[config.mk]
export PLATFORM = sky130hd
export DESIGN_NAME = barometer_pressure_compensation_core
export DESIGN_NICKNAME = d
export VERILOG_FILES = /design/src/hw/rtl/bpc_pkg.sv /design/src/hw/rtl/bpc_crc4.sv /design/src/hw/rtl/bpc_front.sv /design/src/hw/rtl/bpc_back.sv /design/src/hw/rtl/barometer_pressure_compensation_core.sv
export SDC_FILE = /design/constraint.sdc
export NUM_CORES = 2
export LEC_CHECK = 0
export BUFFER_PORTS_ARGS = -buffer_cell sky130_fd_sc_hd__clkbuf_2
export CAP_MARGIN = 5
export CORE_MARGIN = 4
export CORE_UTILIZATION = 45
export DETAILED_ROUTE_END_ITERATION = 8
export PLACE_DENSITY_LB_ADDON = 0.2
export SYNTH_ARGS = -nofsm -noshare
export SYNTH_HDL_FRONTEND = slang
export SYNTH_SLANG_ARGS = --single-unit
[constraint.sdc]
create_clock -name i_clk -period 7.1 [get_ports i_clk]
set_clock_uncertainty 0.05 [all_clocks]
set_input_delay 0.355 -clock i_clk [delete_from_list [all_inputs] [get_ports i_clk]]
set_output_delay 0.355 -clock i_clk [all_outputs]
set_load 0.02 [all_outputs]
[src/hw/rtl/bpc_pkg.sv]
// Shared types and constants for the barometric pressure compensation core.
package bpc_pkg;

    // Field and intermediate widths
    localparam int D_W       = 24;
    localparam int COEF_W    = 16;
    localparam int OFF_W     = 37;
    localparam int SENS_W    = 36;
    localparam int SENS_LO_W = 18;
    localparam int P_W       = 32;

    // Configuration register indexes
    localparam int CFG_IDX_W = 3;
    localparam logic [CFG_IDX_W-1:0] CFG_PROM_WORD0   = 3'd0;
    localparam logic [CFG_IDX_W-1:0] CFG_PRESS_SENS   = 3'd1;
    localparam logic [CFG_IDX_W-1:0] CFG_PRESS_OFF    = 3'd2;
    localparam logic [CFG_IDX_W-1:0] CFG_SENS_TCO     = 3'd3;
    localparam logic [CFG_IDX_W-1:0] CFG_OFF_TCO      = 3'd4;
    localparam logic [CFG_IDX_W-1:0] CFG_REF_TEMP     = 3'd5;
    localparam logic [CFG_IDX_W-1:0] CFG_TEMP_SLOPE   = 3'd6;
    localparam logic [CFG_IDX_W-1:0] CFG_LAST         = CFG_TEMP_SLOPE;

    // CRC-4 over the calibration words
    localparam logic [15:0] CRC_POLY        = 16'h3000;
    localparam logic [15:0] CRC_TOP_BIT     = 16'h8000;
    localparam logic [15:0] CRC_CLEAR_MASK  = 16'h0FFF;
    localparam logic [15:0] CRC_NIBBLE_MASK = 16'hF000;
    localparam int          CRC_CNT_W       = 4;
    localparam logic [CRC_CNT_W-1:0] CRC_LAST_BYTE = 4'd15;

    // Input beat
    typedef struct packed {
        logic [D_W-1:0] pressure_raw;
        logic [D_W-1:0] temperature_raw;
    } t_in_beat;

    // Result beat
    typedef struct packed {
        logic signed [P_W-1:0] pressure;
        logic                  calibration_ok;
    } t_out_beat;

    // Calibration register file contents
    typedef struct packed {
        logic [COEF_W-1:0] prom_word0;
        logic [COEF_W-1:0] pressure_sensitivity;
        logic [COEF_W-1:0] pressure_offset;
        logic [COEF_W-1:0] sens_temp_coeff;
        logic [COEF_W-1:0] offset_temp_coeff;
        logic [COEF_W-1:0] reference_temperature;
        logic [COEF_W-1:0] temperature_slope;
    } t_calib;

    // Front half to back half of the datapath
    typedef struct packed {
        logic [D_W-1:0]           d1;
        logic signed [OFF_W-1:0]  off;
        logic signed [SENS_W-1:0] sens;
    } t_front_beat;

    // CRC checker status
    typedef struct packed {
        logic busy;
        logic ok;
    } t_crc_status;

endpackage

[src/hw/rtl/bpc_crc4.sv]
// CRC-4 checker that walks the calibration bytes one per cycle.
module bpc_crc4 (
    input  logic                 i_clk,
    input  logic                 i_rst_n,
    input  logic                 i_restart,
    input  bpc_pkg::t_calib      i_calib,
    output bpc_pkg::t_crc_status o_status
);
    import bpc_pkg::*;

    logic                 r_run;
    logic [CRC_CNT_W-1:0] r_idx;
    logic [15:0]          r_rem;
    logic                 r_ok;
    logic [15:0]          n_rem;
    logic [15:0]          w_word;
    logic [7:0]           w_byte;

    // Shift one byte through the remainder
    function automatic logic [15:0] crc_byte_step(input logic [15:0] rem_in);
        logic [15:0] r;
        r = rem_in;
        for (int b = 0; b < 8; b++) begin
            if ((r & CRC_TOP_BIT) != 16'h0000) begin
                r = (r << 1) ^ CRC_POLY;
            end else begin
                r = r << 1;
            end
        end
        return r;
    endfunction

    // Pick the calibration word, high byte first
    always_comb begin
        case (r_idx[CRC_CNT_W-1:1])
            3'd0:    w_word = i_calib.prom_word0 & CRC_CLEAR_MASK;
            3'd1:    w_word = i_calib.pressure_sensitivity;
            3'd2:    w_word = i_calib.pressure_offset;
            3'd3:    w_word = i_calib.sens_temp_coeff;
            3'd4:    w_word = i_calib.offset_temp_coeff;
            3'd5:    w_word = i_calib.reference_temperature;
            3'd6:    w_word = i_calib.temperature_slope;
            default: w_word = 16'h0000;
        endcase
        w_byte = r_idx[0] ? w_word[7:0] : w_word[15:8];
        n_rem  = crc_byte_step(r_rem ^ {8'h00, w_byte});
    end

    // Advance one byte per cycle; restart on any calibration write
    always_ff @(posedge i_clk) begin
        if (!i_rst_n) begin
            r_run <= 1'b1;
            r_idx <= '0;
            r_rem <= 16'h0000;
            r_ok  <= 1'b0;
        end else if (i_restart) begin
            r_run <= 1'b1;
            r_idx <= '0;
            r_rem <= 16'h0000;
        end else if (r_run) begin
            r_rem <= n_rem;
            r_idx <= r_idx + 1'b1;
            if (r_idx == CRC_LAST_BYTE) begin
                r_run <= 1'b0;
                r_ok  <= (n_rem & CRC_NIBBLE_MASK) == (i_calib.prom_word0 & CRC_NIBBLE_MASK);
            end
        end
    end

    assign o_status.busy = r_run;
    assign o_status.ok   = r_ok;

endmodule

[src/hw/rtl/bpc_front.sv]
// Front half of the datapath: dT, temperature products, offset and sensitivity.
module bpc_front (
    input  logic                 i_clk,
    input  logic                 i_rst_n,
    input  logic                 i_valid,
    input  bpc_pkg::t_in_beat    i_in,
    input  bpc_pkg::t_calib      i_calib,
    output logic                 o_valid,
    output bpc_pkg::t_front_beat o_beat
);
    import bpc_pkg::*;

    // Stage 1: temperature difference
    logic                 r_v1;
    logic [D_W-1:0]       r_d1_s1;
    logic signed [24:0]   r_dt;
    logic signed [24:0]   n_dt;
    // Stage 2: coefficient products
    logic                 r_v2;
    logic [D_W-1:0]       r_d1_s2;
    logic signed [41:0]   r_m3;
    logic signed [41:0]   r_m4;
    logic signed [41:0]   n_m3;
    logic signed [41:0]   n_m4;
    // Stage 3: offset and sensitivity
    logic                 r_v3;
    t_front_beat          r_beat;
    t_front_beat          n_beat;

    assign n_dt = $signed({1'b0, i_in.temperature_raw})
                - $signed({1'b0, i_calib.reference_temperature, 8'h00});

    assign n_m3 = $signed({1'b0, i_calib.sens_temp_coeff}) * r_dt;
    assign n_m4 = $signed({1'b0, i_calib.offset_temp_coeff}) * r_dt;

    // Floor shifts are plain bit selects of the two's complement products
    always_comb begin
        n_beat.d1   = r_d1_s2;
        n_beat.off  = $signed({4'b0000, i_calib.pressure_offset, 17'h00000})
                    + $signed({r_m4[41], r_m4[41:6]});
        n_beat.sens = $signed({4'b0000, i_calib.pressure_sensitivity, 16'h0000})
                    + $signed({r_m3[41], r_m3[41:7]});
    end

    // Advance valid bits
    always_ff @(posedge i_clk) begin
        if (!i_rst_n) begin
            r_v1 <= 1'b0;
            r_v2 <= 1'b0;
            r_v3 <= 1'b0;
        end else begin
            r_v1 <= i_valid;
            r_v2 <= r_v1;
            r_v3 <= r_v2;
        end
    end

    // Advance payload
    always_ff @(posedge i_clk) begin
        r_d1_s1 <= i_in.pressure_raw;
        r_dt    <= n_dt;
        r_d1_s2 <= r_d1_s1;
        r_m3    <= n_m3;
        r_m4    <= n_m4;
        r_beat  <= n_beat;
    end

    assign o_valid = r_v3;
    assign o_beat  = r_beat;

endmodule

[src/hw/rtl/bpc_back.sv]
// Back half of the datapath: D1 times sensitivity, offset removal, output register.
module bpc_back (
    input  logic                 i_clk,
    input  logic                 i_rst_n,
    input  logic                 i_valid,
    input  bpc_pkg::t_front_beat i_beat,
    input  logic                 i_crc_ok,
    output logic                 o_valid,
    output bpc_pkg::t_out_beat   o_out
);
    import bpc_pkg::*;

    // Stage 4: partial products of D1 and sensitivity
    logic                    r_v4;
    logic [41:0]             r_pl;
    logic signed [42:0]      r_ph;
    logic signed [OFF_W-1:0] r_off_s4;
    logic [41:0]             n_pl;
    logic signed [42:0]      n_ph;
    // Stage 5: full product, shifted down
    logic                    r_v5;
    logic signed [39:0]      r_prod_sh;
    logic signed [OFF_W-1:0] r_off_s5;
    logic signed [60:0]      n_prod;
    // Stage 6: subtract offset, shift, output register
    logic                    r_v6;
    t_out_beat               r_out;
    logic signed [39:0]      n_q;

    assign n_pl = i_beat.d1 * i_beat.sens[SENS_LO_W-1:0];
    assign n_ph = $signed({1'b0, i_beat.d1}) * $signed(i_beat.sens[SENS_W-1:SENS_LO_W]);

    assign n_prod = $signed({r_ph, 18'h00000}) + $signed({19'h00000, r_pl});

    assign n_q = r_prod_sh - $signed({{3{r_off_s5[OFF_W-1]}}, r_off_s5});

    // Advance valid bits
    always_ff @(posedge i_clk) begin
        if (!i_rst_n) begin
            r_v4 <= 1'b0;
            r_v5 <= 1'b0;
            r_v6 <= 1'b0;
        end else begin
            r_v4 <= i_valid;
            r_v5 <= r_v4;
            r_v6 <= r_v5;
        end
    end

    // Advance payload
    always_ff @(posedge i_clk) begin
        r_pl                 <= n_pl;
        r_ph                 <= n_ph;
        r_off_s4             <= i_beat.off;
        r_prod_sh            <= n_prod[60:21];
        r_off_s5             <= r_off_s4;
        r_out.pressure       <= {{7{n_q[39]}}, n_q[39:15]};
        r_out.calibration_ok <= i_crc_ok;
    end

    assign o_valid = r_v6;
    assign o_out   = r_out;

endmodule

[src/hw/rtl/barometer_pressure_compensation_core.sv]
// Top level of the barometric pressure compensation core.
// Takes one D1/D2 conversion pair per clock while busy is low and returns the
// compensated pressure with the calibration CRC flag through the six-stage
// datapath, strobed by o_valid for one cycle; the D1 times sensitivity multiply
// is split in two, and throughput is one beat a cycle while busy is low.
// The receiver cannot stall. After reset and after every write to a calibration
// register, busy stays high while the CRC-4 unit walks 16 bytes, the seven
// calibration words and a zero pad word, one per cycle; no beat is accepted then.
// Write calibration only while no beat is in flight.
module barometer_pressure_compensation_core (
    input  logic                             i_clk,
    input  logic                             i_rst_n,
    input  logic                             start,
    output logic                             busy,
    input  bpc_pkg::t_in_beat                i_in,
    output logic                             o_valid,
    output bpc_pkg::t_out_beat               o_out,
    input  logic                             i_cfg_we,
    input  logic [bpc_pkg::CFG_IDX_W-1:0]    i_cfg_idx,
    input  logic [bpc_pkg::COEF_W-1:0]       i_cfg_data
);
    import bpc_pkg::*;

    t_calib      r_calib;
    t_crc_status w_crc;
    t_front_beat w_front;
    logic        w_front_v;
    logic        w_accept;
    logic        w_cfg_hit;

    assign w_accept  = start && !w_crc.busy;
    assign w_cfg_hit = i_cfg_we && (i_cfg_idx <= CFG_LAST);

    // Hold calibration registers; drop writes beyond the last index
    always_ff @(posedge i_clk) begin
        if (!i_rst_n) begin
            r_calib <= '0;
        end else if (i_cfg_we) begin
            case (i_cfg_idx)
                CFG_PROM_WORD0: r_calib.prom_word0            <= i_cfg_data;
                CFG_PRESS_SENS: r_calib.pressure_sensitivity  <= i_cfg_data;
                CFG_PRESS_OFF:  r_calib.pressure_offset       <= i_cfg_data;
                CFG_SENS_TCO:   r_calib.sens_temp_coeff       <= i_cfg_data;
                CFG_OFF_TCO:    r_calib.offset_temp_coeff     <= i_cfg_data;
                CFG_REF_TEMP:   r_calib.reference_temperature <= i_cfg_data;
                CFG_TEMP_SLOPE: r_calib.temperature_slope     <= i_cfg_data;
                default:        r_calib <= r_calib;
            endcase
        end
    end

    bpc_crc4 u_crc (
        .i_clk     (i_clk),
        .i_rst_n   (i_rst_n),
        .i_restart (w_cfg_hit),
        .i_calib   (r_calib),
        .o_status  (w_crc)
    );

    bpc_front u_front (
        .i_clk   (i_clk),
        .i_rst_n (i_rst_n),
        .i_valid (w_accept),
        .i_in    (i_in),
        .i_calib (r_calib),
        .o_valid (w_front_v),
        .o_beat  (w_front)
    );

    bpc_back u_back (
        .i_clk    (i_clk),
        .i_rst_n  (i_rst_n),
        .i_valid  (w_front_v),
        .i_beat   (w_front),
        .i_crc_ok (w_crc.ok),
        .o_valid  (o_valid),
        .o_out    (o_out)
    );

    assign busy = w_crc.busy;

endmodule

==> metrics.txt <==
# TYPE chip_impl_metric gauge
chip_impl_metric{name="floorplan.die.height",unit="um"} 417.5
chip_impl_metric{name="cts_max_path_buffers",unit=""} 3
chip_impl_metric{name="area_growth_syn_to_layout",unit="%"} 10.42
chip_impl_metric{name="via_count_of_the_first_global_routing_pass",unit=""} 58528
chip_impl_metric{name="post_cts_buffers",unit=""} 0
chip_impl_metric{name="worst-r2r-cell-count",unit=""} 22
chip_impl_metric{name="detail_route.first_pass.iterations",unit=""} 5
chip_impl_metric{name="largest_net_degree_at_the_start_of_global_routing",unit=""} 69
chip_impl_metric{name="p_sw",unit="mW"} 17.43
chip_impl_metric{name="yosysWarningCount",unit=""} 0
chip_impl_metric{name="net_sw_frac",unit=""} 0.4973
chip_impl_metric{name="route.detailed.wl_per_inst",unit="um"} 18.41
chip_impl_info{name="end_kind",value="flop"} 1
chip_impl_info{name="type_of_the_worst_min_delay_path",value="input port to flop"} 1
chip_impl_metric{name="drt_wl_total",unit="mm"} 197.5
chip_impl_metric{name="dpl_cell_area",unit="mm^2"} 0.08006
chip_impl_metric{name="place.detailed.instances",unit=""} 10541
chip_impl_metric{name="post-synth-top-area-fraction",unit=""} 0.3935
chip_impl_metric{name="finish.instance_area",unit="mm^2"} 0.08331
chip_impl_metric{name="clk_transition_reported_paths",unit="ns"} 0.06
chip_impl_info{name="tritoncts",value="built"} 1
chip_impl_metric{name="drt-vias-per-instance",unit=""} 5.016
chip_impl_metric{name="die_w",unit="um"} 417.5
chip_impl_metric{name="ir_worst_vdd",unit="mV"} 0.6843
chip_impl_metric{name="antenna_found_initial",unit=""} 8
chip_impl_metric{name="grt_first_pass_wirelength",unit="mm"} 321.7
chip_impl_metric{name="place.detailed.hpwl",unit="mm"} 160.9
chip_impl_metric{name="timing.reg2reg.setup_slack",unit="ns"} 0.27
chip_impl_metric{name="synth-seq-area-share",unit=""} 0.1539
chip_impl_metric{name="number_of_nets_produced_by_synthesis",unit=""} 10433
chip_impl_metric{name="worst_ep_arrival_time",unit="ns"} 7.43
chip_impl_metric{name="cellLeakagePower",unit="nW"} 41.59
chip_impl_metric{name="numPortBuffers",unit=""} 105
chip_impl_info{name="min-delay-start",value="i_in[9]"} 1
chip_impl_metric{name="initial_drt_markers",unit=""} 3098
chip_impl_metric{name="critPathRequiredTime",unit="ns"} 7.70
chip_impl_info{name="crit-reg2reg-capture",value="u_front.r_m3[41]$_DFF_P_"} 1
chip_impl_metric{name="min_tclk_post_route",unit="ns"} 6.829
chip_impl_metric{name="globalRouteOverflowTotal",unit=""} 0
chip_impl_info{name="layout.cells.most_common_list",value="1944 x sky130_fd_sc_hd__inv_1, 1483 x sky130_fd_sc_hd__fa_1, 1329 x sky130_fd_sc_hd__nand2_1"} 1
chip_impl_metric{name="initial_utilization",unit=""} 0.4522
chip_impl_metric{name="met3WireLength",unit="mm"} 10.43
chip_impl_metric{name="avg_inst_size_synth",unit="um^2"} 9.080
chip_impl_info{name="critical_path.reg2reg.startpoint",value="r_calib[50]$_SDFFE_PN0P_"} 1
chip_impl_info{name="top_layer_used",value="met4"} 1
chip_impl_metric{name="fin_ws",unit="ns"} 0.2710
chip_impl_metric{name="net_total_in_the_final_layout",unit=""} 10592
chip_impl_metric{name="share_comb_of_total_power",unit=""} 0.749
chip_impl_metric{name="place_worst_setup_slack",unit="ns"} -0.3854
chip_impl_metric{name="route.antenna.remaining_nets",unit=""} 0
chip_impl_metric{name="max-slew-margin-rel",unit=""} 0.1799
chip_impl_metric{name="min_delay_path_depth",unit=""} 4
chip_impl_info{name="mostFrequentLayoutCell",value="sky130_fd_sc_hd__inv_1"} 1
chip_impl_info{name="status",value="completed"} 1
chip_impl_metric{name="clk_latency",unit="ns"} 0.73
chip_impl_metric{name="place.gp.congestion",unit=""} 0.8876
chip_impl_metric{name="wirelength_met1",unit="mm"} 84.29
chip_impl_metric{name="syn_area",unit="mm^2"} 0.07544
chip_impl_metric{name="htree_levels",unit=""} 3
chip_impl_metric{name="cts_buffers",unit=""} 72
chip_impl_metric{name="clock_power_share",unit=""} 0.112
chip_impl_info{name="cp-start-kind",value="flop"} 1
chip_impl_metric{name="power.share.sequential",unit=""} 0.139
chip_impl_metric{name="row_count",unit=""} 150
chip_impl_metric{name="number_of_enable_type_register_cells_in_the_synthesized_netlist",unit=""} 0
chip_impl_metric{name="final_period_util",unit=""} 0.9618
chip_impl_info{name="synth-main-ff-cell",value="sky130_fd_sc_hd__dfxtp_1"} 1
chip_impl_metric{name="powerDensity",unit="mW/mm^2"} 420.6
chip_impl_info{name="path_class",value="flop to flop"} 1
chip_impl_metric{name="design.portCount",unit=""} 106
chip_impl_metric{name="timing_worst_slew_pin_value",unit="ns"} 1.226
chip_impl_metric{name="route.detailed.drc",unit=""} 0
chip_impl_metric{name="layout-drive-gt1-share",unit=""} 0.07435
chip_impl_metric{name="postSynth.asyncResetShare",unit=""} 0
chip_impl_metric{name="synth_seq_cells",unit=""} 580
chip_impl_metric{name="via_count",unit=""} 53827
chip_impl_metric{name="detailroute.wirelength.met2",unit="mm"} 95.27
chip_impl_metric{name="achievable-frequency",unit="MHz"} 146.4
chip_impl_metric{name="cellInternalPower",unit="mW"} 17.61
chip_impl_info{name="netlist.top_cell.by_area",value="sky130_fd_sc_hd__fa_1"} 1
chip_impl_metric{name="finalSetupViolations",unit=""} 0
chip_impl_metric{name="synthDistinctLibCells",unit=""} 74
chip_impl_metric{name="die_area",unit="mm^2"} 0.1743
chip_impl_info{name="top_area_cells_in_the_synthesized_netlist",value="sky130_fd_sc_hd__fa_1 39%, sky130_fd_sc_hd__dfxtp_1 15%, sky130_fd_sc_hd__inv_1 9.7%, sky130_fd_sc_hd__ha_1 9.5%, sky130_fd_sc_hd__nand2_1 6.6%"} 1
chip_impl_metric{name="numClockSinks",unit=""} 580
chip_impl_info{name="cts_root_buffer",value="sky130_fd_sc_hd__clkbuf_16"} 1
chip_impl_metric{name="critPathMaxFanout",unit=""} 15
chip_impl_metric{name="final-instance-count-excl-fill",unit=""} 10732
chip_impl_metric{name="postSynthCellCount",unit=""} 8309
chip_impl_metric{name="maxCapViolCount",unit=""} 0
chip_impl_metric{name="grt_usage",unit=""} 0.2346
chip_impl_info{name="hold_path_end",value="u_front.r_dt[9]$_DFF_P_"} 1
chip_impl_metric{name="final-max-slew-violation-count",unit=""} 0
chip_impl_info{name="grt_setup_unrepaired",value="no"} 1
chip_impl_metric{name="design.core.area",unit="mm^2"} 0.1668
chip_impl_metric{name="filler_cell_count",unit=""} 15505
chip_impl_metric{name="finalHoldViolations",unit=""} 0
-- cells by family after synthesis --
logic type      after synthesis  share of synthesized area
buf+inv                    2335                     0.1166
fa+ha+maj                  2053                     0.4880
flops                       580                     0.1539
mux                          34                   0.005821
xor+xnor                    247                    0.02867
compound gates              644                    0.05809
simple gates               2416                     0.1488
-- worst max path at each step --
stage,start,slack (ns),end,cells after the start
6_report,r_calib[50]$_SDFFE_PN0P_,0.27,u_front.r_m3[41]$_DFF_P_,22
5_1_grt,r_calib[34]$_SDFFE_PN0P_,0.01,u_front.r_m4[41]$_DFF_P_,25
4_1_cts,u_front.o_beat[4]$_DFF_P_,0.01,u_back.r_pl[36]$_DFF_P_,23
3_5_place_dp,u_front.r_dt[17]$_DFF_P_,-0.39,u_front.r_m3[41]$_DFF_P_,22
3_3_place_gp,u_front.r_dt[16]$_DFF_P_,-0.30,u_front.r_m3[41]$_DFF_P_,22
2_1_floorplan,r_calib[34]$_SDFFE_PN0P_,0.60,u_front.r_m4[39]$_DFF_P_,23
-- layout make-up --
| type | instances | area, um^2 | share of cell area |
|---|---|---|---|
| clock inverter | 42 | 555.5 | 0.006668 |
| tap | 2204 | 2758 | 0.03310 |
| antenna | 1 | 2.502 | 0.00003004 |
| sequential | 580 | 11670 | 0.1401 |
| timing repair buffer | 475 | 3909 | 0.04692 |
| multi-input combinational | 5394 | 55120 | 0.6616 |
| inverter | 1945 | 7301 | 0.08764 |
| clock buffer | 91 | 1993 | 0.02393 |
-- synthesized netlist by cell type (17+ instances only) --
library cell               number
sky130_fd_sc_hd__inv_1       1944
sky130_fd_sc_hd__fa_1        1483
sky130_fd_sc_hd__nand2_1     1329
sky130_fd_sc_hd__and2_1       645
sky130_fd_sc_hd__dfxtp_1      580
sky130_fd_sc_hd__ha_1         570
sky130_fd_sc_hd__clkbuf_1     360
sky130_fd_sc_hd__nor2_1       191
sky130_fd_sc_hd__xnor2_1      171
sky130_fd_sc_hd__a21oi_1      140
sky130_fd_sc_hd__a21boi_0     125
sky130_fd_sc_hd__o21ai_0       88
sky130_fd_sc_hd__xor2_1        76
sky130_fd_sc_hd__a21o_1        73
sky130_fd_sc_hd__nor3_1        49
sky130_fd_sc_hd__nand3_1       48
sky130_fd_sc_hd__o21a_1        41
sky130_fd_sc_hd__nor2b_1       37
sky130_fd_sc_hd__nand2b_1      30
sky130_fd_sc_hd__and3_1        27
sky130_fd_sc_hd__a211oi_1      22
sky130_fd_sc_hd__a31oi_1       22
sky130_fd_sc_hd__o211ai_1      21
sky130_fd_sc_hd__nand4_1       19
sky130_fd_sc_hd__mux2i_1       18
sky130_fd_sc_hd__buf_1         17
sky130_fd_sc_hd__o21bai_1      17
-- per-stage QoR --
| step | hold slack, ns | power, mW | TNS, ns | util |
|---|---|---|---|---|
| after floorplan | 0.2596 | 22.43 | 0 | - |
| after global placement | 0.2596 | 30.59 | -2.039 | 0.4798 |
| after detailed placement | 0.2621 | 30.74 | -2.869 | 0.4798 |
| after CTS | 0.003928 | 35.28 | 0 | 0.4986 |
| after global routing | 0.04299 | 38.70 | 0 | 0.4993 |
| final | 0.04364 | 35.04 | 0 | 0.4993 |
-- sequential cells by signal, indices dropped and copies added, names as in the netlist, 25 cells and up --
signal            cells
u_back.r_ph          43
u_back.o_out         26
u_front.r_dt         25
u_front.r_m4         36
u_front.o_beat       97
u_front.r_m3         35
r_calib             112
u_back.r_prod_sh     40
u_back.r_off_s5      37
u_back.r_off_s4      37
-- what timing repair did --
item	CTS	global route
pin swaps	0	1
hold buffers	57	0
resized for setup	9	47
endpoints found under the hold margin	115	0
endpoints found under the setup margin	15	38
-- layer usage --
| metal | GRT usage | vias to the layer above |
|---|---|---|
| met5 | 0 | - |
| met2 | 0.4029 | 1374 |
| li1 | - | 24781 |
| met4 | 0.07881 | 0 |
| met1 | 0.3068 | 27314 |
| met3 | 0.03123 | 358 |
-- worst max-delay path, stage by stage (launching register included) --
cell	delay, ns
sky130_fd_sc_hd__dfxtp_2	0.49
sky130_fd_sc_hd__buf_4	0.28
sky130_fd_sc_hd__nand2_1	0.11
sky130_fd_sc_hd__fa_1	0.52
sky130_fd_sc_hd__fa_1	0.57
sky130_fd_sc_hd__fa_1	0.44
sky130_fd_sc_hd__fa_1	0.55
sky130_fd_sc_hd__inv_1	0.05
sky130_fd_sc_hd__fa_1	0.47
sky130_fd_sc_hd__inv_1	0.05
sky130_fd_sc_hd__fa_1	0.48
sky130_fd_sc_hd__inv_1	0.05
sky130_fd_sc_hd__ha_1	0.18
sky130_fd_sc_hd__or3_1	0.39
sky130_fd_sc_hd__nand4b_1	0.35
sky130_fd_sc_hd__a31oi_1	0.29
sky130_fd_sc_hd__buf_4	0.19
sky130_fd_sc_hd__a31oi_2	0.14
sky130_fd_sc_hd__o2111ai_2	0.30
sky130_fd_sc_hd__a31oi_1	0.17
sky130_fd_sc_hd__a41o_1	0.29
sky130_fd_sc_hd__a21oi_1	0.18
sky130_fd_sc_hd__xnor2_1	0.13
-- power by group through the flow --
stage	Sequential, mW	Combinational, mW	Clock, mW
2_1_floorplan	4.68	17.8	0
3_3_place_gp	4.92	25.7	0
3_5_place_dp	4.93	25.8	0
4_1_cts	4.87	26.4	4.05
5_1_grt	4.94	29.6	4.16
6_report	4.87	26.2	3.92
Note: power is estimated with default switching activity, not from simulation.
